==> config.mk <==
export PLATFORM = sky130hd
export DESIGN_NAME = i2c_write_master
export DESIGN_NICKNAME = d
export VERILOG_FILES = /design/src/rtl/iwm_pkg.sv /design/src/rtl/iwm_front.sv /design/src/rtl/iwm_queue.sv /design/src/rtl/iwm_back.sv /design/src/rtl/i2c_write_master.sv
export SDC_FILE = /design/constraint.sdc
export NUM_CORES = 1
export LEC_CHECK = 0
export BUFFER_PORTS_ARGS = -buffer_cell sky130_fd_sc_hd__buf_2
export CELL_PAD_IN_SITES_DETAIL_PLACEMENT = 0
export CELL_PAD_IN_SITES_GLOBAL_PLACEMENT = 2
export CORE_MARGIN = 8
export CORE_UTILIZATION = 41
export CTS_CLUSTER_DIAMETER = 100
export DETAILED_ROUTE_END_ITERATION = 12
export GPL_TIMING_DRIVEN = 1
export PLACE_DENSITY = 0.87
export SLEW_MARGIN = 20
export SYNTH_ARGS = -nofsm -noshare
export SYNTH_HDL_FRONTEND = slang
export SYNTH_HIERARCHICAL = 1
export SYNTH_SLANG_ARGS = --single-unit
==> constraint.sdc <==
create_clock -name clk -period 2.4 [get_ports clk]
set_input_delay 0.12 -clock clk [delete_from_list [all_inputs] [get_ports clk]]
set_output_delay 0.12 -clock clk [all_outputs]
set_load 0.05 [all_outputs]
==> src/rtl/iwm_pkg.sv <==
`timescale 1ns / 1ps
`default_nettype none
// -----------------------------------------------------------------------------
// iwm_pkg
// Shared types and constants for the write-only I2C master.
// -----------------------------------------------------------------------------
package iwm_pkg;

	localparam int BUFFER_DEPTH = 8;
	localparam int BUF_AW = (BUFFER_DEPTH > 1) ? $clog2(BUFFER_DEPTH) : 1;
	localparam int CNT_W = $clog2(BUFFER_DEPTH + 1);
	localparam logic [2:0] BIT_MSB = 3'd7;

	typedef enum logic [1:0] {
		CMD_TICK  = 2'd0,
		CMD_LOAD  = 2'd1,
		CMD_BEGIN = 2'd2,
		CMD_NONE  = 2'd3
	} cmd_code_t;

	typedef enum logic [1:0] {
		K_TICK,
		K_LOAD,
		K_BEGIN,
		K_ILLEGAL
	} kind_t;

	typedef enum logic [3:0] {
		PH_IDLE = 4'd0,
		PH_ST1  = 4'd1,
		PH_ST2  = 4'd2,
		PH_ST3  = 4'd3,
		PH_BSET = 4'd4,
		PH_BHI  = 4'd5,
		PH_BLO  = 4'd6,
		PH_AREL = 4'd7,
		PH_AHI  = 4'd8,
		PH_ASMP = 4'd9,
		PH_SP1  = 4'd10,
		PH_SP2  = 4'd11,
		PH_SP3  = 4'd12
	} phase_t;

	typedef struct packed {
		logic [1:0] command;
		logic [7:0] data_byte;
		logic [6:0] target_addr;
		logic       sda_in;
	} in_word_t;

	typedef struct packed {
		logic scl_low;
		logic sda_low;
		logic busy_res;
		logic done_res;
		logic addr_acked;
		logic rejected;
	} out_word_t;

	// Classified word as it travels through the queue.
	typedef struct packed {
		kind_t      kind;
		logic [7:0] data_byte;
		logic [6:0] target_addr;
		logic       sda_in;
	} op_t;

	typedef struct packed {
		logic valid;
		logic full;
	} q_status_t;

endpackage

`default_nettype wire

==> src/rtl/iwm_front.sv <==
`timescale 1ns / 1ps
`default_nettype none
// -----------------------------------------------------------------------------
// iwm_front
// Accepts command words, classifies them and holds them for the queue.
// -----------------------------------------------------------------------------
module iwm_front (
	input  wire logic                clk,
	input  wire logic                arst_n,
	input  wire logic                cmd_valid,
	output logic                     cmd_stall,
	input  wire iwm_pkg::in_word_t   cmd,
	input  wire iwm_pkg::q_status_t  q_status,
	output logic                     push,
	output iwm_pkg::op_t             push_op
);

	logic          valid_s1;
	iwm_pkg::op_t  op_s1;
	iwm_pkg::kind_t kind;
	logic          take;

	always_comb begin
		case (iwm_pkg::cmd_code_t'(cmd.command))
			iwm_pkg::CMD_TICK:  kind = iwm_pkg::K_TICK;
			iwm_pkg::CMD_LOAD:  kind = iwm_pkg::K_LOAD;
			iwm_pkg::CMD_BEGIN: kind = iwm_pkg::K_BEGIN;
			default:            kind = iwm_pkg::K_ILLEGAL;
		endcase
	end

	assign push      = valid_s1 && !q_status.full;
	assign cmd_stall = valid_s1 && q_status.full;
	assign take      = cmd_valid && !cmd_stall;
	assign push_op   = op_s1;

	always_ff @(posedge clk or negedge arst_n) begin
		if (!arst_n) begin
			valid_s1 <= 1'b0;
		end else if (take) begin
			valid_s1 <= 1'b1;
		end else if (push) begin
			valid_s1 <= 1'b0;
		end
	end

	always_ff @(posedge clk) begin
		if (take) begin
			op_s1.kind        <= kind;
			op_s1.data_byte   <= cmd.data_byte;
			op_s1.target_addr <= cmd.target_addr;
			op_s1.sda_in      <= cmd.sda_in;
		end
	end

endmodule

`default_nettype wire

==> src/rtl/iwm_queue.sv <==
`timescale 1ns / 1ps
`default_nettype none
// -----------------------------------------------------------------------------
// iwm_queue
// Two-entry queue of classified words between the front and the back.
// -----------------------------------------------------------------------------
module iwm_queue (
	input  wire logic               clk,
	input  wire logic               arst_n,
	input  wire logic               push,
	input  wire iwm_pkg::op_t       push_op,
	input  wire logic               pop,
	output iwm_pkg::q_status_t      q_status,
	output iwm_pkg::op_t            head
);

	iwm_pkg::op_t entry_q [2];
	logic         wr_ptr_q;
	logic         rd_ptr_q;
	logic [1:0]   count_q;

	assign q_status.valid = (count_q != 2'd0);
	assign q_status.full  = (count_q == 2'd2);
	assign head           = entry_q[rd_ptr_q];

	always_ff @(posedge clk or negedge arst_n) begin
		if (!arst_n) begin
			wr_ptr_q <= 1'b0;
			rd_ptr_q <= 1'b0;
			count_q  <= 2'd0;
		end else begin
			if (push) begin
				wr_ptr_q <= !wr_ptr_q;
			end
			if (pop) begin
				rd_ptr_q <= !rd_ptr_q;
			end
			if (push && !pop) begin
				count_q <= count_q + 2'd1;
			end else if (pop && !push) begin
				count_q <= count_q - 2'd1;
			end
		end
	end

	always_ff @(posedge clk) begin
		if (push) begin
			entry_q[wr_ptr_q] <= push_op;
		end
	end

endmodule

`default_nettype wire

==> src/rtl/iwm_back.sv <==
`timescale 1ns / 1ps
`default_nettype none
// -----------------------------------------------------------------------------
// iwm_back
// Bus sequencer: byte buffer, phase machine and the result register.
// -----------------------------------------------------------------------------
module iwm_back (
	input  wire logic               clk,
	input  wire logic               arst_n,
	input  wire iwm_pkg::q_status_t q_status,
	input  wire iwm_pkg::op_t       head,
	output logic                    pop,
	output logic                    res_valid,
	input  wire logic               res_stall,
	output iwm_pkg::out_word_t      res
);

	iwm_pkg::phase_t              phase_q, phase_d;
	logic [2:0]                   bit_q, bit_d;
	logic [iwm_pkg::CNT_W-1:0]    byte_q, byte_d;
	logic [iwm_pkg::CNT_W-1:0]    count_q, count_d;
	logic [6:0]                   addr_q, addr_d;
	logic                         ack_q, ack_d;
	logic                         scl_q, scl_d;
	logic                         sda_q, sda_d;
	logic                         done_d;
	logic                         rej_d;
	logic                         wr_en;
	logic [7:0]                   buf_q [iwm_pkg::BUFFER_DEPTH];
	logic [iwm_pkg::CNT_W-1:0]    rd_off;
	logic [7:0]                   cur_byte;
	logic                         busy;
	logic                         tick;
	logic                         res_valid_q;
	iwm_pkg::out_word_t           res_q;

	assign busy = (phase_q != iwm_pkg::PH_IDLE);
	assign tick = (head.kind == iwm_pkg::K_TICK) && busy;
	assign pop  = q_status.valid && (!res_valid_q || !res_stall);

	assign rd_off = byte_q - iwm_pkg::CNT_W'(1);

	always_comb begin
		if (byte_q == '0) begin
			cur_byte = {addr_q, 1'b0};
		end else if (rd_off < iwm_pkg::CNT_W'(iwm_pkg::BUFFER_DEPTH)) begin
			cur_byte = buf_q[rd_off[iwm_pkg::BUF_AW-1:0]];
		end else begin
			cur_byte = 8'd0;
		end
	end

	// Next phase.
	always_comb begin
		phase_d = phase_q;
		if (head.kind == iwm_pkg::K_BEGIN && !busy) begin
			phase_d = iwm_pkg::PH_ST1;
		end else if (tick) begin
			case (phase_q)
				iwm_pkg::PH_ST1:  phase_d = iwm_pkg::PH_ST2;
				iwm_pkg::PH_ST2:  phase_d = iwm_pkg::PH_ST3;
				iwm_pkg::PH_ST3:  phase_d = iwm_pkg::PH_BSET;
				iwm_pkg::PH_BSET: phase_d = iwm_pkg::PH_BHI;
				iwm_pkg::PH_BHI:  phase_d = iwm_pkg::PH_BLO;
				iwm_pkg::PH_BLO:
					phase_d = (bit_q == 3'd0) ? iwm_pkg::PH_AREL : iwm_pkg::PH_BSET;
				iwm_pkg::PH_AREL: phase_d = iwm_pkg::PH_AHI;
				iwm_pkg::PH_AHI:  phase_d = iwm_pkg::PH_ASMP;
				iwm_pkg::PH_ASMP: begin
					// A missing address acknowledge goes straight to stop.
					if (byte_q == '0 && head.sda_in) begin
						phase_d = iwm_pkg::PH_SP1;
					end else if (byte_q < count_q) begin
						phase_d = iwm_pkg::PH_BSET;
					end else begin
						phase_d = iwm_pkg::PH_SP1;
					end
				end
				iwm_pkg::PH_SP1:  phase_d = iwm_pkg::PH_SP2;
				iwm_pkg::PH_SP2:  phase_d = iwm_pkg::PH_SP3;
				default:          phase_d = iwm_pkg::PH_IDLE;
			endcase
		end
	end

	// Pins, counters, buffer write and flags.
	always_comb begin
		bit_d   = bit_q;
		byte_d  = byte_q;
		count_d = count_q;
		addr_d  = addr_q;
		ack_d   = ack_q;
		scl_d   = scl_q;
		sda_d   = sda_q;
		done_d  = 1'b0;
		rej_d   = 1'b0;
		wr_en   = 1'b0;
		case (head.kind)
			iwm_pkg::K_TICK: begin
				if (busy) begin
					case (phase_q)
						iwm_pkg::PH_ST1: begin
							scl_d = 1'b0;
							sda_d = 1'b0;
						end
						iwm_pkg::PH_ST2: begin
							scl_d = 1'b0;
							sda_d = 1'b1;
						end
						iwm_pkg::PH_ST3: begin
							scl_d  = 1'b1;
							sda_d  = 1'b1;
							byte_d = '0;
							bit_d  = iwm_pkg::BIT_MSB;
						end
						iwm_pkg::PH_BSET: begin
							scl_d = 1'b1;
							sda_d = !cur_byte[bit_q];
						end
						iwm_pkg::PH_BHI: begin
							scl_d = 1'b0;
						end
						iwm_pkg::PH_BLO: begin
							scl_d = 1'b1;
							if (bit_q != 3'd0) begin
								bit_d = bit_q - 3'd1;
							end
						end
						iwm_pkg::PH_AREL: begin
							scl_d = 1'b1;
							sda_d = 1'b0;
						end
						iwm_pkg::PH_AHI: begin
							scl_d = 1'b0;
							sda_d = 1'b0;
						end
						iwm_pkg::PH_ASMP: begin
							scl_d = 1'b1;
							sda_d = 1'b0;
							if (byte_q == '0) begin
								ack_d = !head.sda_in;
							end
							if (!(byte_q == '0 && head.sda_in) && byte_q < count_q) begin
								byte_d = byte_q + iwm_pkg::CNT_W'(1);
								bit_d  = iwm_pkg::BIT_MSB;
							end
						end
						iwm_pkg::PH_SP1: begin
							scl_d = 1'b1;
							sda_d = 1'b1;
						end
						iwm_pkg::PH_SP2: begin
							scl_d = 1'b0;
							sda_d = 1'b1;
						end
						iwm_pkg::PH_SP3: begin
							scl_d   = 1'b0;
							sda_d   = 1'b0;
							done_d  = 1'b1;
							count_d = '0;
							byte_d  = '0;
							bit_d   = iwm_pkg::BIT_MSB;
						end
						default: begin
						end
					endcase
				end
			end
			iwm_pkg::K_LOAD: begin
				if (busy || count_q >= iwm_pkg::CNT_W'(iwm_pkg::BUFFER_DEPTH)) begin
					rej_d = 1'b1;
				end else begin
					wr_en   = 1'b1;
					count_d = count_q + iwm_pkg::CNT_W'(1);
				end
			end
			iwm_pkg::K_BEGIN: begin
				if (busy) begin
					rej_d = 1'b1;
				end else begin
					addr_d = head.target_addr;
					ack_d  = 1'b0;
					byte_d = '0;
					bit_d  = iwm_pkg::BIT_MSB;
				end
			end
			default: begin
				rej_d = 1'b1;
			end
		endcase
	end

	always_ff @(posedge clk or negedge arst_n) begin
		if (!arst_n) begin
			phase_q     <= iwm_pkg::PH_IDLE;
			bit_q       <= iwm_pkg::BIT_MSB;
			byte_q      <= '0;
			count_q     <= '0;
			addr_q      <= 7'd0;
			ack_q       <= 1'b0;
			scl_q       <= 1'b0;
			sda_q       <= 1'b0;
			res_valid_q <= 1'b0;
		end else begin
			if (pop) begin
				phase_q <= phase_d;
				bit_q   <= bit_d;
				byte_q  <= byte_d;
				count_q <= count_d;
				addr_q  <= addr_d;
				ack_q   <= ack_d;
				scl_q   <= scl_d;
				sda_q   <= sda_d;
			end
			if (pop) begin
				res_valid_q <= 1'b1;
			end else if (!res_stall) begin
				res_valid_q <= 1'b0;
			end
		end
	end

	always_ff @(posedge clk) begin
		if (pop && wr_en) begin
			buf_q[count_q[iwm_pkg::BUF_AW-1:0]] <= head.data_byte;
		end
		if (pop) begin
			res_q.scl_low    <= scl_d;
			res_q.sda_low    <= sda_d;
			res_q.busy_res   <= (phase_d != iwm_pkg::PH_IDLE);
			res_q.done_res   <= done_d;
			res_q.addr_acked <= ack_d;
			res_q.rejected   <= rej_d;
		end
	end

	assign res_valid = res_valid_q;
	assign res       = res_q;

endmodule

`default_nettype wire

==> src/rtl/i2c_write_master.sv <==
`timescale 1ns / 1ps
`default_nettype none
// Path: a command word passes through the front register, a queue entry and the
// result register before its result word is on the outputs.
// Throughput: one word per cycle while res_stall and cmd_stall stay low; every
// command, tick or not, is taken by the phase machine in the back end.
// Reset: arst_n clears the phase machine, counters, pin drive, flags and the
// queue at once; the byte buffer holds no defined value until loaded.
// -----------------------------------------------------------------------------
// i2c_write_master
// Tick-driven write-only I2C master with open-drain pin drive.
// -----------------------------------------------------------------------------
module i2c_write_master (
	input  wire logic               clk,
	input  wire logic               arst_n,
	input  wire logic               cmd_valid,
	output logic                    cmd_stall,
	input  wire iwm_pkg::in_word_t  cmd,
	output logic                    res_valid,
	input  wire logic               res_stall,
	output iwm_pkg::out_word_t      res
);

	iwm_pkg::q_status_t q_status;
	iwm_pkg::op_t       push_op;
	iwm_pkg::op_t       head;
	logic               push;
	logic               pop;

	iwm_front u_front (
		.clk       (clk),
		.arst_n    (arst_n),
		.cmd_valid (cmd_valid),
		.cmd_stall (cmd_stall),
		.cmd       (cmd),
		.q_status  (q_status),
		.push      (push),
		.push_op   (push_op)
	);

	iwm_queue u_queue (
		.clk      (clk),
		.arst_n   (arst_n),
		.push     (push),
		.push_op  (push_op),
		.pop      (pop),
		.q_status (q_status),
		.head     (head)
	);

	iwm_back u_back (
		.clk       (clk),
		.arst_n    (arst_n),
		.q_status  (q_status),
		.head      (head),
		.pop       (pop),
		.res_valid (res_valid),
		.res_stall (res_stall),
		.res       (res)
	);

endmodule

`default_nettype wire
==> results.ini, run 1 <==
[worst_setup_path]
critPathMostFrequentCell = mux2_2
crit_type = flop to flop
crit_path_start_kind = flop
cp-end-kind = flop
crit_family = simple AND/OR/NAND/NOR gates
path_buf_inv = 0
cpPeakStageDelay_ns = 0.44
path_max_fanout = 10
cp_slowest_cell = mux2_2
critical_path_required_ns = 2.74
cp.arrival_ns = 2.61
reg2reg_from = u_queue/rd_ptr_q
setup.worst_path.start = u_queue/rd_ptr_q
path_cells = mux2_2 -> nand2b_1 -> or3_4 -> nand2_2 -> o211ai_1 -> nor2_1 -> mux2_2

[yosys]
synth_edf_count = 124
synth_cells = 442
synth_ff_type = edfxtp_1
synth_nets = 474
synthArstFlopShare_pct = 20.0
synth_seq_cells = 155
synth_area_per_cell_um2 = 15.3
seq_area_frac_synth_pct = 66.5
ys_warn_count = 6
synth.distinct_cells = 68
synthesis.area_mm2 = 0.00678

[timing]
hold-worst-slack_ns = 0.315
finalSetupTns_ns = 0
timing_hold_violations_final = 0
fmax_mhz = 439
slew_headroom_pct = 49.7
setup_violations = 0
rsz0062_at_grt = yes
post-route-min-period_ns = 2.28
final.period_utilization_pct = 94.8
drv_slew = 0
worst_pin_slew_ns = 0.755
finClkSkew_ns = 0.0125

[detailed_routing]
dr.pass1.iters = 5
met1_length_mm = 5.69
wl_met3_um = 364
totalWireLength_mm = 12.7
via_per_inst = 5.05
drc_errors = 0
detail-route-antenna-nets = 0
dr_total_vias = 3826
drt_iter0_markers = 247
top_layer = met4
routed-wl-met2_mm = 6.58
wl_per_cell_um = 16.8

[clocking]
clockBufferDepth = 2
cts_buffers = 17
root_buffer = clkbuf_16
htreeDepth = 4
clock_latency_ns = 0.41
clk_pin_slew_worst_paths_ns = 0.06
cts_tree = yes
cts_sinks = 155

[place]
place_congestion = 0.788
io_buffers = 29
hpwl_mm = 8.65
place_inst = 703

[final_layout]
drive_gt1_share_pct = 29.6
final_cells = 758
nNetsFinal = 558
final-seq-area_mm2 = 0.00450
syn_to_final_growth_pct = 20.0
multi_input_area_mm2 = 0.00210
fill_cells = 1403
n_antenna_cell = 0

[pwr]
p_leak_nw = 3.05
irDropWorstVdd_v = 0.000901
power_density_mw_per_mm2 = 1270

[floorplanning]
core_area_mm2 = 0.0163
start_util_pct = 41.5
fp.dieH_um = 145
dieArea_mm2 = 0.0209
die_w_um = 145
rows = 47
io_pins = 30

[grt]
grt_pass1_wl_mm = 20.5
track_usage_pct = 13.0
grt_overflow = 0
grt_pass1_vias = 3993
antenna_found_initial = 0
grt_max_degree = 32

[run_status]
status = finished, final reports clean

[min_path]
min_path_type = input port to async pin

[job]
maxCapViolCount = 0

-- state kept, by name, summed over array words and instances (netlist names), 2 cells and up --
register,flops
u_back/count_q,4
u_back/addr_q,7
u_queue/count_q,2
u_queue/entry_q,36
u_back/bit_q,3
u_back/byte_q,4
u_front/push_op,18
u_back/phase_q,4
u_back/buf_q,64
u_back/res,6
-- placed cells by master (no fill, tap or decap), types with 4 or more instances in the layout --
cell / instances
clkbuf_16: 17
nand2_1: 29
clkinv_2: 5
nand4_1: 5
mux2_2: 18
clkinv_1: 4
dfrtp_1: 28
inv_1: 14
ha_1: 9
xor2_1: 5
o21ai_0: 17
nor2_1: 25
nand3_1: 14
edfxtp_1: 124
a21o_1: 5
mux2_4: 10
buf_4: 36
dlygate4sd3_1: 21
mux2i_1: 7
a21oi_1: 13
buf_2: 29
a31oi_1: 7
mux4_2: 14
xnor2_1: 5
nor2b_1: 8
-- synthesized netlist by cell type (2+ instances only) --
master,number,share of area [%]
o21ai_0,17,1.3
a211oi_1,2,0.22
nand2_1,29,1.6
buf_1,2,0.11
and2_1,2,0.18
edfxtp_1,124,55
clkbuf_1,9,0.50
o311ai_0,2,0.26
nor2_1,25,1.4
a22oi_1,2,0.22
mux2i_1,7,1.0
dfstp_2,3,1.2
mux2_4,10,2.2
dfrtp_1,28,10
nor3_1,3,0.22
buf_2,5,0.37
mux4_1,3,1.2
mux4_2,14,4.7
mux2_2,18,3.0
or2_2,2,0.18
xnor2_1,5,0.65
nand3_1,14,1.0
a21o_1,5,0.55
nor2b_1,8,0.74
nand2b_1,3,0.28
nor2_2,2,0.18
a2111oi_2,3,0.66
o211ai_1,2,0.22
buf_6,4,0.66
ha_1,10,1.8
xor2_1,5,0.65
inv_1,14,0.78
a31oi_1,7,0.65
o31ai_1,3,0.33
a21oi_1,13,0.96
nand4_1,5,0.46
-- worst paths after layout --
check,endpoint,slack [ns],cells after the start
max,u_back/bit_q[1],0.12,7
min reg2reg,u_queue/entry_q[0][10],0.45,0
min,u_back/phase_q[1],0.31,2
min in group clk,u_front/push_op[9],0.41,2
max in group asynchronous,u_back/byte_q[0],1.60,2
max reg2reg,u_back/bit_q[1],0.12,7
-- power by group --
part           total [mW]  internal [mW]  switching (mW)
clock network        2.50           1.51           0.994
logic                3.81           1.66            2.14
registers            4.02           3.69           0.335
-- logic make-up (layout without fill, tap and decap cells) --
| logic type | Yosys count | in the layout | synth area share, % |
|---|---|---|---|
| simple gates | 107 | 107 | 8.03 |
| compound gates | 71 | 71 | 7.44 |
| flops | 155 | 155 | 66.5 |
| fa+ha+maj | 10 | 10 | 1.85 |
| buf+inv | 37 | 133 | 2.88 |
| xor+xnor | 10 | 10 | 1.29 |
| mux | 52 | 52 | 12.1 |
-- layout make-up --
type	instances	share of cell area [%]
Sequential cell	155	55.4
Multi-Input combinational cell	250	25.8
Timing Repair Buffer	87	7.94
Clock buffer	17	5.23
Tap cell	220	3.39
Clock inverter	14	1.60
Inverter	15	0.692
-- per-stage QoR --
| step | area (um2) | util [%] | power (mW) | worst slack (ns) |
|---|---|---|---|---|
| 2_1_floorplan | 6790 | - | 6.84 | 0.0201 |
| 3_3_place_gp | 7340 | 44.9 | 7.70 | 0.110 |
| 3_5_place_dp | 7340 | 44.9 | 7.80 | 0.122 |
| 4_1_cts | 8110 | 49.6 | 10.4 | 0.0619 |
| 5_1_grt | 8130 | 49.7 | 10.9 | -0.00265 |
| 6_report | 8130 | 49.7 | 10.3 | 0.124 |
-- what timing repair did --
item	4_1_cts	5_1_grt
setup buffers	0	3
hold endpoints to repair	48	0
hold buffers	21	0
endpoints found under the setup margin	0	5
resized for setup	0	1
-- metal layers --
| metal | global-route usage (%) | vias to the layer above |
|---|---|---|
| met1 | 16.0 | 1896 |
| met5 | 0 | - |
| met2 | 21.9 | 71 |
| met3 | 2.44 | 4 |
| li1 | - | 1855 |
| met4 | 6.19 | 0 |
(Power assumes the default switching activity.)
==> inputs of run 2 (changes only) <==
- CORE_UTILIZATION: 41 -> 40
- MAX_ROUTING_LAYER: unset -> met4
- PLACE_DENSITY: 0.87 -> 0.86
- SYNTH_HIERARCHICAL: 1 -> unset
==> results.ini, run 2 <==
[run_status]
status = finished, final reports clean

[clocking]
cts_tree = yes
cts_buffers = 17  ; unchanged
clock_latency_ns = 0.42  ; about the same
clk_pin_slew_worst_paths_ns = 0.06  ; about the same
root_buffer = clkbuf_16
clockBufferDepth = 2  ; unchanged
htreeDepth = 4  ; unchanged
cts_sinks = 155  ; unchanged

[grt]
grt_pass1_vias = 3966  ; -0.68%
grt_overflow = 0  ; unchanged
antenna_found_initial = 0  ; unchanged
grt_util_met3_pct = 3.04  ; +0.59 points
track_usage_pct = 13.8  ; +0.77 points
grt.met2_usage_pct = 21.3  ; -0.64 points
grt_pass1_wl_mm = 20.9  ; +1.5%
grt_max_degree = 32  ; unchanged
met1_usage_pct = 17.2  ; +1.3 points
grt.busiest_layer = met2

[final_layout]
final-seq-area_mm2 = 0.00450  ; about the same
syn_to_final_growth_pct = 20.5
final_cell_mix = edfxtp_1 (124), nand2_1 (42), nor2_1 (31), buf_4 (31), buf_2 (29)
n_antenna_cell = 0  ; unchanged
final_cells = 758  ; unchanged
drive_gt1_share_pct = 23.6  ; -5.9 points
multi_input_area_mm2 = 0.00196  ; -6.4%
mostFrequentLayoutCell = edfxtp_1
largest_reg_flops = 64  ; unchanged
fill_cells = 1426  ; +1.6%
nNetsFinal = 560  ; +0.36%

[floorplanning]
rows = 47  ; unchanged
core_area_mm2 = 0.0163  ; unchanged
die_w_um = 145  ; about the same
start_util_pct = 40.4  ; -1.0 points
fp.dieH_um = 145  ; about the same
io_pins = 30  ; unchanged
dieArea_mm2 = 0.0209  ; about the same

[timing]
setup_violations = 0  ; unchanged
finClkSkew_ns = 0.00533  ; -0.00714 ns
rsz0062_at_grt = no
fmax_mhz = 448  ; +1.9%
slew_headroom_pct = 50.7  ; +0.97 points
timing_hold_violations_final = 0  ; unchanged
drv_slew = 0  ; unchanged
finalWorstSetupSlack_ns = 0.167  ; +0.0432 ns
final.period_utilization_pct = 93.0  ; -1.8 points
worst_pin_slew_ns = 0.740  ; -0.0145 ns
post-route-min-period_ns = 2.23  ; -0.0432 ns

[yosys]
ys_warn_count = 0  ; -6
synth_cells = 447  ; +1.1%
netlist.area_leader.share_pct = 56.4  ; +1.4 points
synth_ff_type = edfxtp_1
synthesis.area_mm2 = 0.00661  ; -2.5%
synth.distinct_cells = 62  ; -8.8%
synth_edf_count = 124  ; unchanged
seq_area_frac_synth_pct = 68.1  ; +1.7 points
synthArstFlopShare_pct = 20.0  ; unchanged
synth_nets = 479  ; +1.1%
synth_seq_cells = 155  ; unchanged
synth_top_area_cell = edfxtp_1
synth_area_leaders = edfxtp_1 (56%), dfrtp_1 (11%), mux4_2 (4.4%)
post-synth-top-count-cell = edfxtp_1
synthTopCellsByCount = edfxtp_1 (124), nand2_1 (42), nor2_1 (31), dfrtp_1 (28), o21ai_0 (27)
synth_area_per_cell_um2 = 14.8  ; -3.6%

[place]
hpwl_mm = 8.85  ; +2.3%
io_buffers = 29  ; unchanged
pre_cts_ws_ns = 0.165  ; +0.0438 ns
place_inst = 706  ; +0.43%
place_congestion = 0.832  ; +5.6%

[worst_setup_path]
reg2reg_slack_ns = 0.17  ; +0.04 ns
critical_path_required_ns = 2.72  ; -0.02 ns
reg2reg_from = u_back.byte_q[1]
crit_type = flop to flop
crit_path_start_kind = flop
path_max_fanout = 6  ; -4
cp-end-kind = flop
setup.worst_path.start = u_back.byte_q[1]
cp.arrival_ns = 2.56  ; -0.05 ns

[min_path]
min_path_type = input port to async pin

[detailed_routing]
via_per_inst = 5.12  ; +1.4%
detail-route-antenna-nets = 0  ; unchanged
dr.pass1.iters = 5  ; unchanged
drt_iter0_markers = 244  ; -1.2%
wl_per_cell_um = 17.0  ; +1.5%
drc_errors = 0  ; unchanged
totalWireLength_mm = 12.9  ; +1.5%
dr_total_vias = 3879  ; +1.4%

[pwr]
power_density_mw_per_mm2 = 1280  ; +0.60%
p_leak_nw = 2.94  ; -3.6%
irDropWorstVdd_v = 0.000704  ; -22%

[job]
maxCapViolCount = 0  ; unchanged

-- run 2: cell types whose count changed after synthesis, sizes merged, moves of 4 or more --
cell   change
mux2      -16
nor3       +5
buf        -5
o21ai      +8
nand3      -9
mux2i      +5
nor2       +4
nand2     +12
-- run 2: cells by family (layout without fill, tap and decap cells) --
logic type | Yosys count | count (layout) | share of synthesized area (%)
simple gates | 119 | 119 | 8.41
compound gates | 80 | 80 | 8.28
mux | 40 | 40 | 9.54
fa+ha+maj | 10 | 10 | 1.89
xor+xnor | 7 | 7 | 1.04
flops | 155 | 155 | 68.1
buf+inv | 36 | 127 | 2.69
-- run 2: critical path: stages, from the launching register on --
cell	delay, ns
dfrtp_1	0.37
buf_4	0.16
ha_1	0.26
a21o_1	0.15
a21o_1	0.20
a221oi_4	0.38
o211ai_4	0.14
or2_1	0.25
o31ai_1	0.22
-- run 2: area by class of cell --
type,instances,area share [%]
Tap cell,220,3.46
Clock buffer,17,5.34
Multi-Input combinational cell,256,24.6
Clock inverter,12,1.59
Timing Repair Buffer,82,7.64
Inverter,16,0.754
Sequential cell,155,56.6
-- run 2: final timing paths --
kind | to | cells past startpoint
worst min-delay path | u_back.ack_q | 2
worst min register to register | u_queue.entry_q[1][3] | 0
max in group asynchronous | u_queue.rd_ptr_q | 2
worst max register to register | u_back.byte_q[3] | 8
min in group clk | u_front.push_op[12] | 2
worst max-delay path | u_back.byte_q[3] | 8
-- run 2: what timing repair did --
action	in CTS	in global routing
endpoints found under the setup margin	0	33
endpoints found under the hold margin	48	0
buffers inserted	0	2
resized for setup	0	2
hold buffers	21	0
-- run 2: layer usage --
| layer | part of all wire [%] | vias up |
|---|---|---|
| met4 | 2.1 | 0 |
| met1 | 45 | 1896 |
| met5 | 0 | - |
| met3 | 4.7 | 20 |
| li1 | - | 1855 |
| met2 | 48 | 108 |
-- run 2: report_power, final --
group	internal [mW]	switching (mW)
registers	3.68	0.288
clock network	1.50	1.01
logic	1.52	2.18
-- run 2: through the flow --
stage	total power, mW	hold WS [ns]	area [um2]	setup TNS [ns]	utilization (%)
final	10.2	0.300	7960	0	48.7
after global placement	7.54	0.227	7170	0	43.9
after global routing	10.7	0.384	7960	0	48.7
after detailed placement	7.66	0.236	7170	0	43.9
after CTS	10.2	0.317	7930	0	48.5
after floorplan	6.61	-0.176	6640	-0.0614	-
